===== src/sv/pcxe_pkg.sv =====
// shared types and constants of the pcx run-length encoder
package pcxe_pkg;

  localparam int unsigned MAX_WIDTH_DEF = 4096;
  localparam int unsigned RESET_WIDTH   = 320;
  localparam int unsigned QUEUE_DEPTH   = 4;

  localparam logic [5:0] RUN_CAP    = 6'd63;
  localparam logic [7:0] COUNT_MARK = 8'hC0;
  localparam logic [7:0] PAD_BYTE   = 8'h00;

  // byte slots of one command, emitted lowest first
  localparam int unsigned SLOT_CNT1 = 0;
  localparam int unsigned SLOT_VAL1 = 1;
  localparam int unsigned SLOT_CNT2 = 2;
  localparam int unsigned SLOT_VAL2 = 3;
  localparam int unsigned SLOT_PAD  = 4;
  localparam int unsigned NUM_SLOTS = 5;

  typedef struct packed {
    logic [NUM_SLOTS-1:0] mask;
    logic [5:0]           len1;
    logic [7:0]           val1;
    logic [5:0]           len2;
    logic [7:0]           val2;
  } cmd_t;

endpackage


===== src/sv/pcx_rle_encoder_top.sv =====
// top level of the pcx run-length encoder, image body only
// A pixel is taken in any cycle in which the command queue has room, so pixels
// may arrive back to back; the output side delivers one word per cycle while
// the receiver pops, from a single output register. Words per pixel are
// none when it only extends the open run, one for a plain value, two
// for a count word plus value (runs longer than one or values of 0xC0 and up),
// and up to five at a row end (flush of the old run, flush of the new run, pad
// word for odd widths). The sustained rate is therefore set by the output
// register of the back end; the four-entry queue absorbs short bursts.
// Widths of zero count as one, widths above MAX_WIDTH are clamped, and the
// width should only be written while the block is idle.
module pcx_rle_encoder_top #(
  parameter int unsigned MAX_WIDTH = pcxe_pkg::MAX_WIDTH_DEF
) (
  input  logic        clk_i,
  input  logic        rst_ni,
  // configuration: pixels per row
  input  logic        row_width_we_i,
  input  logic [12:0] row_width_i,
  // pixel input side
  input  logic        push,
  output logic        full,
  input  logic [7:0]  pixel_i,
  // encoded word output side
  output logic        empty,
  input  logic        pop,
  output logic [7:0]  out_byte_o,
  output logic        last_of_item_o
);
  import pcxe_pkg::*;

  logic accept;
  logic f_push;
  cmd_t f_cmd;
  cmd_t q_cmd;
  logic q_full, q_empty, q_pop;

  assign full   = q_full;
  assign accept = push && !q_full;

  // front: run and column tracking, one command per pixel that emits words
  pcxe_front #(
    .MAX_WIDTH(MAX_WIDTH)
  ) u_front (
    .clk_i      (clk_i),
    .rst_ni     (rst_ni),
    .cfg_we_i   (row_width_we_i),
    .cfg_width_i(row_width_i),
    .accept_i   (accept),
    .pixel_i    (pixel_i),
    .push_o     (f_push),
    .cmd_o      (f_cmd)
  );

  // decoupling queue
  pcxe_queue u_queue (
    .clk_i  (clk_i),
    .rst_ni (rst_ni),
    .push_i (f_push),
    .wdata_i(f_cmd),
    .full_o (q_full),
    .pop_i  (q_pop),
    .rdata_o(q_cmd),
    .empty_o(q_empty)
  );

  // back: word sequencer with output register
  pcxe_back u_back (
    .clk_i     (clk_i),
    .rst_ni    (rst_ni),
    .cmd_i     (q_cmd),
    .q_empty_i (q_empty),
    .q_pop_o   (q_pop),
    .pop_i     (pop),
    .empty_o   (empty),
    .out_byte_o(out_byte_o),
    .last_o    (last_of_item_o)
  );

endmodule


===== src/sv/pcxe_front.sv =====
// front end: run tracking, column count and byte command building
module pcxe_front #(
  parameter int unsigned MAX_WIDTH = pcxe_pkg::MAX_WIDTH_DEF
) (
  input  logic            clk_i,
  input  logic            rst_ni,
  input  logic            cfg_we_i,
  input  logic [12:0]     cfg_width_i,
  input  logic            accept_i,
  input  logic [7:0]      pixel_i,
  output logic            push_o,
  output pcxe_pkg::cmd_t  cmd_o
);
  import pcxe_pkg::*;

  localparam int unsigned CW      = (MAX_WIDTH > 1) ? $clog2(MAX_WIDTH) : 1;
  localparam int unsigned WW      = CW + 1;
  localparam int unsigned RESET_W = (RESET_WIDTH > MAX_WIDTH) ? MAX_WIDTH : RESET_WIDTH;

  logic [WW-1:0] width_q, width_d;
  logic [CW-1:0] col_q, col_d;
  logic [5:0]    len_q, len_d;
  logic [7:0]    val_q, val_d;

  logic [31:0]   cfg_w32;
  logic [WW-1:0] col_inc;
  logic          extend, row_end, f1, c1, c2;
  logic [5:0]    nlen;
  logic [7:0]    nval;

  // width is clamped once, at write time
  always_comb begin
    cfg_w32 = {19'd0, cfg_width_i};
    width_d = width_q;
    if (cfg_we_i) begin
      if (cfg_w32 == 32'd0) begin
        width_d = WW'(1);
      end else if (cfg_w32 > 32'(MAX_WIDTH)) begin
        width_d = WW'(MAX_WIDTH);
      end else begin
        width_d = cfg_w32[WW-1:0];
      end
    end
  end

  always_comb begin
    extend  = (len_q != 6'd0) && (pixel_i == val_q) && (len_q < RUN_CAP);
    f1      = !extend && (len_q != 6'd0);
    c1      = (len_q > 6'd1) || (val_q >= COUNT_MARK);
    nlen    = extend ? len_q + 6'd1 : 6'd1;
    nval    = extend ? val_q : pixel_i;
    c2      = (nlen > 6'd1) || (nval >= COUNT_MARK);
    col_inc = {1'b0, col_q} + WW'(1);
    row_end = col_inc >= width_q;

    cmd_o.mask[SLOT_CNT1] = f1 & c1;
    cmd_o.mask[SLOT_VAL1] = f1;
    cmd_o.mask[SLOT_CNT2] = row_end & c2;
    cmd_o.mask[SLOT_VAL2] = row_end;
    cmd_o.mask[SLOT_PAD]  = row_end & width_q[0];
    cmd_o.len1 = len_q;
    cmd_o.val1 = val_q;
    cmd_o.len2 = nlen;
    cmd_o.val2 = nval;

    push_o = accept_i && (cmd_o.mask != '0);

    len_d = len_q;
    val_d = val_q;
    col_d = col_q;
    if (accept_i) begin
      val_d = nval;
      len_d = row_end ? 6'd0 : nlen;
      col_d = row_end ? '0 : col_inc[CW-1:0];
    end
  end

  always_ff @(posedge clk_i or negedge rst_ni) begin
    if (!rst_ni) begin
      width_q <= WW'(RESET_W);
      col_q   <= '0;
      len_q   <= '0;
      val_q   <= '0;
    end else begin
      width_q <= width_d;
      col_q   <= col_d;
      len_q   <= len_d;
      val_q   <= val_d;
    end
  end

  a_run_cap : assert property (@(posedge clk_i) disable iff (!rst_ni)
    len_q <= RUN_CAP)
    else $error("run length above cap");

  a_row_close : assert property (@(posedge clk_i) disable iff (!rst_ni)
    accept_i && row_end |=> (len_q == 6'd0) && (col_q == '0))
    else $error("row end left a run or column open");

endmodule


===== src/sv/pcxe_queue.sv =====
// short command queue between front and back end
module pcxe_queue (
  input  logic            clk_i,
  input  logic            rst_ni,
  input  logic            push_i,
  input  pcxe_pkg::cmd_t  wdata_i,
  output logic            full_o,
  input  logic            pop_i,
  output pcxe_pkg::cmd_t  rdata_o,
  output logic            empty_o
);
  import pcxe_pkg::*;

  localparam int unsigned PW = $clog2(QUEUE_DEPTH);

  cmd_t          mem_q [QUEUE_DEPTH];
  logic [PW-1:0] wr_q, rd_q;
  logic [PW:0]   cnt_q, cnt_d;
  logic          do_push, do_pop;

  assign full_o  = cnt_q == (PW+1)'(QUEUE_DEPTH);
  assign empty_o = cnt_q == '0;
  assign do_push = push_i && !full_o;
  assign do_pop  = pop_i && !empty_o;
  assign rdata_o = mem_q[rd_q];

  always_comb begin
    cnt_d = cnt_q;
    if (do_push && !do_pop) begin
      cnt_d = cnt_q + (PW+1)'(1);
    end else if (do_pop && !do_push) begin
      cnt_d = cnt_q - (PW+1)'(1);
    end
  end

  always_ff @(posedge clk_i) begin
    if (do_push) begin
      mem_q[wr_q] <= wdata_i;
    end
  end

  always_ff @(posedge clk_i or negedge rst_ni) begin
    if (!rst_ni) begin
      wr_q  <= '0;
      rd_q  <= '0;
      cnt_q <= '0;
    end else begin
      if (do_push) wr_q <= wr_q + PW'(1);
      if (do_pop)  rd_q <= rd_q + PW'(1);
      cnt_q <= cnt_d;
    end
  end

  a_fill : assert property (@(posedge clk_i) disable iff (!rst_ni)
    cnt_q <= (PW+1)'(QUEUE_DEPTH))
    else $error("queue fill count out of range");

endmodule


===== src/sv/pcxe_back.sv =====
// back end: expands commands into one output word per cycle while popped
module pcxe_back (
  input  logic            clk_i,
  input  logic            rst_ni,
  input  pcxe_pkg::cmd_t  cmd_i,
  input  logic            q_empty_i,
  output logic            q_pop_o,
  input  logic            pop_i,
  output logic            empty_o,
  output logic [7:0]      out_byte_o,
  output logic            last_o
);
  import pcxe_pkg::*;

  cmd_t                 cmd_q, cmd_d;
  logic [NUM_SLOTS-1:0] mask_q, mask_d, low;
  logic                 vld_q, vld_d, adv;
  logic [7:0]           byte_q, byte_d, sel;
  logic                 last_q, last_d;

  always_comb begin
    low = mask_q & (~mask_q + NUM_SLOTS'(1));
    unique case (low)
      NUM_SLOTS'(1) << SLOT_CNT1: sel = COUNT_MARK | {2'b00, cmd_q.len1};
      NUM_SLOTS'(1) << SLOT_VAL1: sel = cmd_q.val1;
      NUM_SLOTS'(1) << SLOT_CNT2: sel = COUNT_MARK | {2'b00, cmd_q.len2};
      NUM_SLOTS'(1) << SLOT_VAL2: sel = cmd_q.val2;
      default:                    sel = PAD_BYTE;
    endcase

    adv    = !vld_q || pop_i;
    vld_d  = vld_q;
    byte_d = byte_q;
    last_d = last_q;
    mask_d = mask_q;
    cmd_d  = cmd_q;
    if (adv) begin
      vld_d = mask_q != '0;
      if (mask_q != '0) begin
        byte_d = sel;
        last_d = (mask_q & ~low) == '0;
        mask_d = mask_q & ~low;
      end
    end
    // refill as soon as the current command is used up
    q_pop_o = (mask_d == '0) && !q_empty_i;
    if (q_pop_o) begin
      cmd_d  = cmd_i;
      mask_d = cmd_i.mask;
    end
  end

  assign empty_o    = !vld_q;
  assign out_byte_o = byte_q;
  assign last_o     = last_q;

  always_ff @(posedge clk_i) begin
    cmd_q  <= cmd_d;
    byte_q <= byte_d;
    last_q <= last_d;
  end

  always_ff @(posedge clk_i or negedge rst_ni) begin
    if (!rst_ni) begin
      vld_q  <= 1'b0;
      mask_q <= '0;
    end else begin
      vld_q  <= vld_d;
      mask_q <= mask_d;
    end
  end

  a_cnt1_pair : assert property (@(posedge clk_i) disable iff (!rst_ni)
    mask_q[SLOT_CNT1] |-> mask_q[SLOT_VAL1])
    else $error("count word without value word, first run");

  a_cnt2_pair : assert property (@(posedge clk_i) disable iff (!rst_ni)
    mask_q[SLOT_CNT2] |-> mask_q[SLOT_VAL2])
    else $error("count word without value word, row-end run");

endmodule


===== config.mk =====
export PLATFORM = sky130hd
export DESIGN_NAME = pcx_rle_encoder_top
export DESIGN_NICKNAME = d
export VERILOG_FILES = /design/src/sv/pcxe_pkg.sv /design/src/sv/pcx_rle_encoder_top.sv /design/src/sv/pcxe_front.sv /design/src/sv/pcxe_queue.sv /design/src/sv/pcxe_back.sv
export SDC_FILE = /design/constraint.sdc
export NUM_CORES = 1
export LEC_CHECK = 0
export BUFFER_PORTS_ARGS = -buffer_cell sky130_fd_sc_hd__buf_2
export CAP_MARGIN = 0
export CORE_MARGIN = 5
export CORE_UTILIZATION = 60
export DETAILED_ROUTE_END_ITERATION = 8
export PLACE_DENSITY = 0.78
export SYNTH_ARGS = -nofsm -noshare
export SYNTH_HDL_FRONTEND = slang
export SYNTH_HIERARCHICAL = 1
export SYNTH_SLANG_ARGS = --single-unit

===== constraint.sdc =====
create_clock -name clk_i -period 4.4 [get_ports clk_i]
set_input_delay 0.88 -clock clk_i [delete_from_list [all_inputs] [get_ports clk_i]]
set_output_delay 0.88 -clock clk_i [all_outputs]
set_load 0.01 [all_outputs]

Yosys cells after proc, flatten, opt, wreduce, memory -nomap -nowiden. Memories as Yosys holds them, arrays and structs flattened. Cells that the tools add are included. Widths: inputs -> output; s select.

Output and inout port bits: 11. Memory bits (writable): 132. Latch bits: 0. Memory bits (read-only): 0. Register bits: 89. Logic and storage cells: 85. Bits of input ports: 26. Memories: 1.

Shift-type cells: 0. Bitwise logic cells: 7. Reductions and logical operators: 28. Multipliers: 0. Add/subtract/negate cells: 7. Equal/unequal tests: 6. $lt $le $gt $ge: 7. Div/mod/pow operators: 0. Multiplexer cells: 14.

Memory list: u_queue.mem_q (depth 4, bits a word 33, read ports 1, clocked after memory_dff 0, write ports 1, RTL line pcxe_queue.sv:16) `cmd_t mem_q [QUEUE_DEPTH];`.

Operators by type and width (number): $pmux 8 s4 (1); $mux 13 (2); $ge 8x8->1 const B (2); $mux 5 (3); $add 12x1->13 const B (1); $ge 13x13->1 (1); $gt 13x13->1 const B (1); $logic_not 13->1 (1); $gt 6x1->1 const B (2); $mux 12 (1); $mux 6 (2); $and 5x5->5 (2); $logic_and 1x1->1 (10); $logic_not 5->1 (2); $not 5->5 (2); $reduce_bool 5->1 (2); $eq 8x8->1 (1); $mux 8 (1); $add 6x1->6 const B (1); $logic_not 1->1 (6); $lt 6x6->1 const B (1); $mux 3 (2); $reduce_bool 6->1 (1); $add 5x1->5 const B (1); 14 further kinds (20).

Depth between registers and ports, before layout.
Word-level depth: 14. Depth in mapped cells: 22. Depth with buffers taken out: 20.

Cells and area by module. Netlist, hierarchy kept.

By module, submodules not included: pcxe_queue (times used 1, sequential area each 4139.0 um^2, cells each 209, area an instance 5242.5 um^2); pcxe_front (times used 1, sequential area each 978.4 um^2, cells each 270, area an instance 2509.9 um^2); pcxe_back (times used 1, sequential area each 1261.2 um^2, cells each 110, area an instance 1737.9 um^2); pcx_rle_encoder_top (times used 1, sequential area each 0.0 um^2, cells each 1, area an instance 13.8 um^2).

Worst setup path after synthesis. No wires, ideal clock.

Path kind: input to register. Start: input port pop. End: register u_queue.cnt_q[1]. Slack: 314 ps. Cell stages on the path: 9. Library setup time: 125 ps. Path buffers: 0. Data arrival time: 3961 ps. Data required time: 4275 ps. Cell sequence: nor2b_2 > a211oi_1 > o21ai_2 > nor2_1 > nand2_1 > ha_1 > inv_1 > fa_1 > mux2_2.

Longest elaborated chain between the ends: 8. Elaborated cells on any way between the ends: 10. Those cells by class: mux: 2; reduce/logical: 8.

Ends and longest elaborated chain: start: declaration (RTL line pcx_rle_encoder_top.sv:26) `input logic pop,`; $logic_or 1x1->1 (RTL line pcxe_back.sv:31) `adv = !vld_q || pop_i;`; $mux 5 (RTL line pcxe_back.sv:37) `if (adv) begin`; $logic_not 5->1 (RTL line pcxe_back.sv:46) `q_pop_o = (mask_d == '0) && !q_empty_i;`; $logic_and 1x1->1 (RTL line pcxe_back.sv:46); named net q_pop (RTL line pcx_rle_encoder_top.sv:36) `logic q_full, q_empty, q_pop;`; $logic_and 1x1->1 (RTL line pcxe_queue.sv:24) `assign do_pop = pop_i && !empty_o;`; $logic_not 1->1 (RTL line pcxe_queue.sv:29) `if (do_push && !do_pop) begin`; $logic_and 1x1->1 (RTL line pcxe_queue.sv:29); $mux 3 (RTL line pcxe_queue.sv:29); named net u_queue.cnt_d[1] (RTL line pcxe_queue.sv:18) `logic [PW:0] cnt_q, cnt_d;`; end signal: assignment (RTL line pcxe_queue.sv:50) `cnt_q <= cnt_d;`; end: declaration (RTL line pcxe_queue.sv:18).

The timed path passes the listed nets, and every way through them passes these cells. A chain may end at the register's enable or synchronous reset.

==> metrics <==
status completed; Worst Max-Slew Pin Slew 875 ps; drt first pass iters 5; leakage power 3.92 nW; Sink Count 221; routability cong. 0.768; Hold Violations, Final 0; Area contributors post-synth edfxtp_1 (53%), dfrtp_1 (13%), mux4_2 (6.6%); post-synthesis sequential area ratio 67.1%; Critical Path RT 4780 ps; max_slew headroom 41.7%; Arr. time, crit path 4400 ps; worst path buffer plus inverter count 3; Tcrit/Tclk final 91.4%; RSZ-0062 raised after global routing no; initial antenna violation count 0; Post-Route WL 17.2 mm; VDD IR max 405 µV; Clock Skew 10.9 ps; asr flop ratio synth 23.5%; average wire per cell in the routed design 20.1 µm; Setup crit end kind register; top cells by count, synth edfxtp_1 (169), dfrtp_1 (50), inv_1 (31), nand2_1 (31); htree depth 1; die extent in x 136 µm; FF+latch count, synth 221; synthesized cell area 9500 µm²; Initial Utilization 60.5%; met1 WL 7.09 mm; Tmin final 4020 ps; post-CTS sizing 0; CP most frequent cell ha_1; fin util 67.1%; Diodes inserted 0; share of the synthesized area in the top cell type 53.4%; total grt overflow 0; Yosys top cell by area edfxtp_1; sum of negative setup slack 0 ps; # IOs 37; met3 wire len 1.02 mm; CTS Buf Count 22; Final Power 0.00699 W; # rows 46; pwr dens 663 nW/µm²; largest net degree at the start of global routing 50; routed via count 5058; Final setup viols 0; startpoint types register; CTS Buffer Depth 3; Die ar. 18500 µm²; highest routed layer met4; CTS tree yes; post-route ant nets 0; Netlist cell types 64; number of port buffers 36; Final Non-Filler Cells 856; vias per cell 5.91; fmax 249 MHz; clock slew at reported path FFs 60 ps; Synth Area per Inst 16.1 µm²; CP cell instances ha_1, nand3_1, nor2_1, nand2_1, nor2_1, xor2_1, ha_1, a21oi_1, o21ai_0, a21oi_1, o21a_1, inv_1, o21a_1, nor2b_1, buf_4, ha_1, inv_1, fa_1, mux2_2; vias in the first global route 5347; Max Cap Violations 0; hold_buf cts 0; Syn Inst Count 590; Setup CP Type register to register; EDFF count, synth 169; drt initial violations 499; hpwl dp 10.7 mm; synthesized net count 640; critical path's top delay family adder cells; wire length on met2 8.83 mm; CP peak stage delay 430 ps; clk root buf clkbuf_16; Total GRT Usage 20.0%; first-pass GRT wire length 28.4 mm; CORE AREA 15700 µm²; Synth Warn # 6; most used flip-flop cell after synthesis edfxtp_1; postcts setup bufs 0; Placed Cells 816; hold slack 176 ps; Area Growth Syn to Fin 11.0%; worst hold path class input port to asynchronous set/reset pin; CP max stage cell dfrtp_1; Max FO, Critical Path 7; most frequent cell after synthesis edfxtp_1; Final Slew Violations 0; DRC Markers 0; Final Net Count 674; layout cells sized above 1 23.4%; Die Ht 136 µm; latest clock arrival within the worst-skew pair 500 ps
state kept, by name, summed over array words and instances (netlist names):
register           cells
u_back/out_byte_o      8
u_front/len_q          6
u_front/col_q         12
u_back/cmd_q          28
u_back/last_o          1
u_front/val_q          8
u_back/vld_q           1
u_back/mask_q          5
u_front/width_q       13
u_queue/cnt_q          3
u_queue/mem_q        132
u_queue/rd_q           2
u_queue/wr_q           2
through the flow:
stage	setup slack, ps	instance area (µm²)
after CTS	378	10500
final	377	10500
after detailed placement	421	9790
after floorplan	314	9500
after global placement	579	9790
after global routing	37.3	10500
logic make-up (layout without fill, tap and decap cells):
family / after synthesis / count (layout) / share of synthesized area [%]
compound gates: 82 / 82 / 6.25
xor+xnor: 27 / 27 / 2.49
fa+ha+maj: 26 / 26 / 3.46
buf+inv: 68 / 118 / 3.84
flops: 221 / 221 / 67.1
mux: 48 / 48 / 9.81
simple gates: 118 / 118 / 7.03
per-layer routing:
| layer | up-vias | global-route usage, % |
|---|---|---|
| li1 | 2297 | - |
| met1 | 2582 | 27.3 |
| met2 | 155 | 34.2 |
| met3 | 24 | 2.85 |
| met4 | 0 | 5.43 |
| met5 | - | 0 |
cell usage in the layout (no fill, tap or decap), types with 4 or more instances in the layout:
cell,n
edfxtp_1,169
dfrtp_1,48
buf_2,36
inv_1,31
nand2_1,31
o21ai_0,28
mux4_2,28
clkbuf_16,23
nor2_1,23
ha_1,23
nand3_1,17
xor2_1,16
mux2_2,12
buf_4,11
xnor2_1,11
and2_1,9
a21oi_1,8
clkinv_2,7
nor2b_1,7
a22oi_1,6
a221o_1,6
or3_1,6
mux4_1,5
clkinv_1,4
bufinv_16,4
o31ai_2,4
nor4_1,4
path summary, 6_finish.rpt:
check	start	end	slack, ps	cells after the start
setup / recovery	u_front/col_q[0]	u_queue/cnt_q[1]	380	19
hold / removal	rst_ni	u_back/mask_q[3]	180	1
setup reg to reg	u_front/col_q[0]	u_queue/cnt_q[1]	380	19
hold reg to reg	u_queue/cnt_q[2]	u_queue/cnt_q[2]	490	1
max in group asynchronous	rst_ni	u_queue/rd_q[0]	3310	2
min in group clk_i	u_queue/cnt_q[2]	u_queue/cnt_q[2]	490	1
area by class of cell:
cell class              count  area [µm²]
flip-flops and latches    221        6380
fillers                  1027        5170
multi-input cells         301        2760
clock buffers              25         583
well taps                 216         270
repair buffers             47         263
clock inverters            15         170
inverters                  31         116
power by group:
part,internal [W],switching (W)
sequential,0.00293,0.000392
clock,0.00118,0.000748
combinational,0.000796,0.000942
Power figures use the tool's default switching activity.
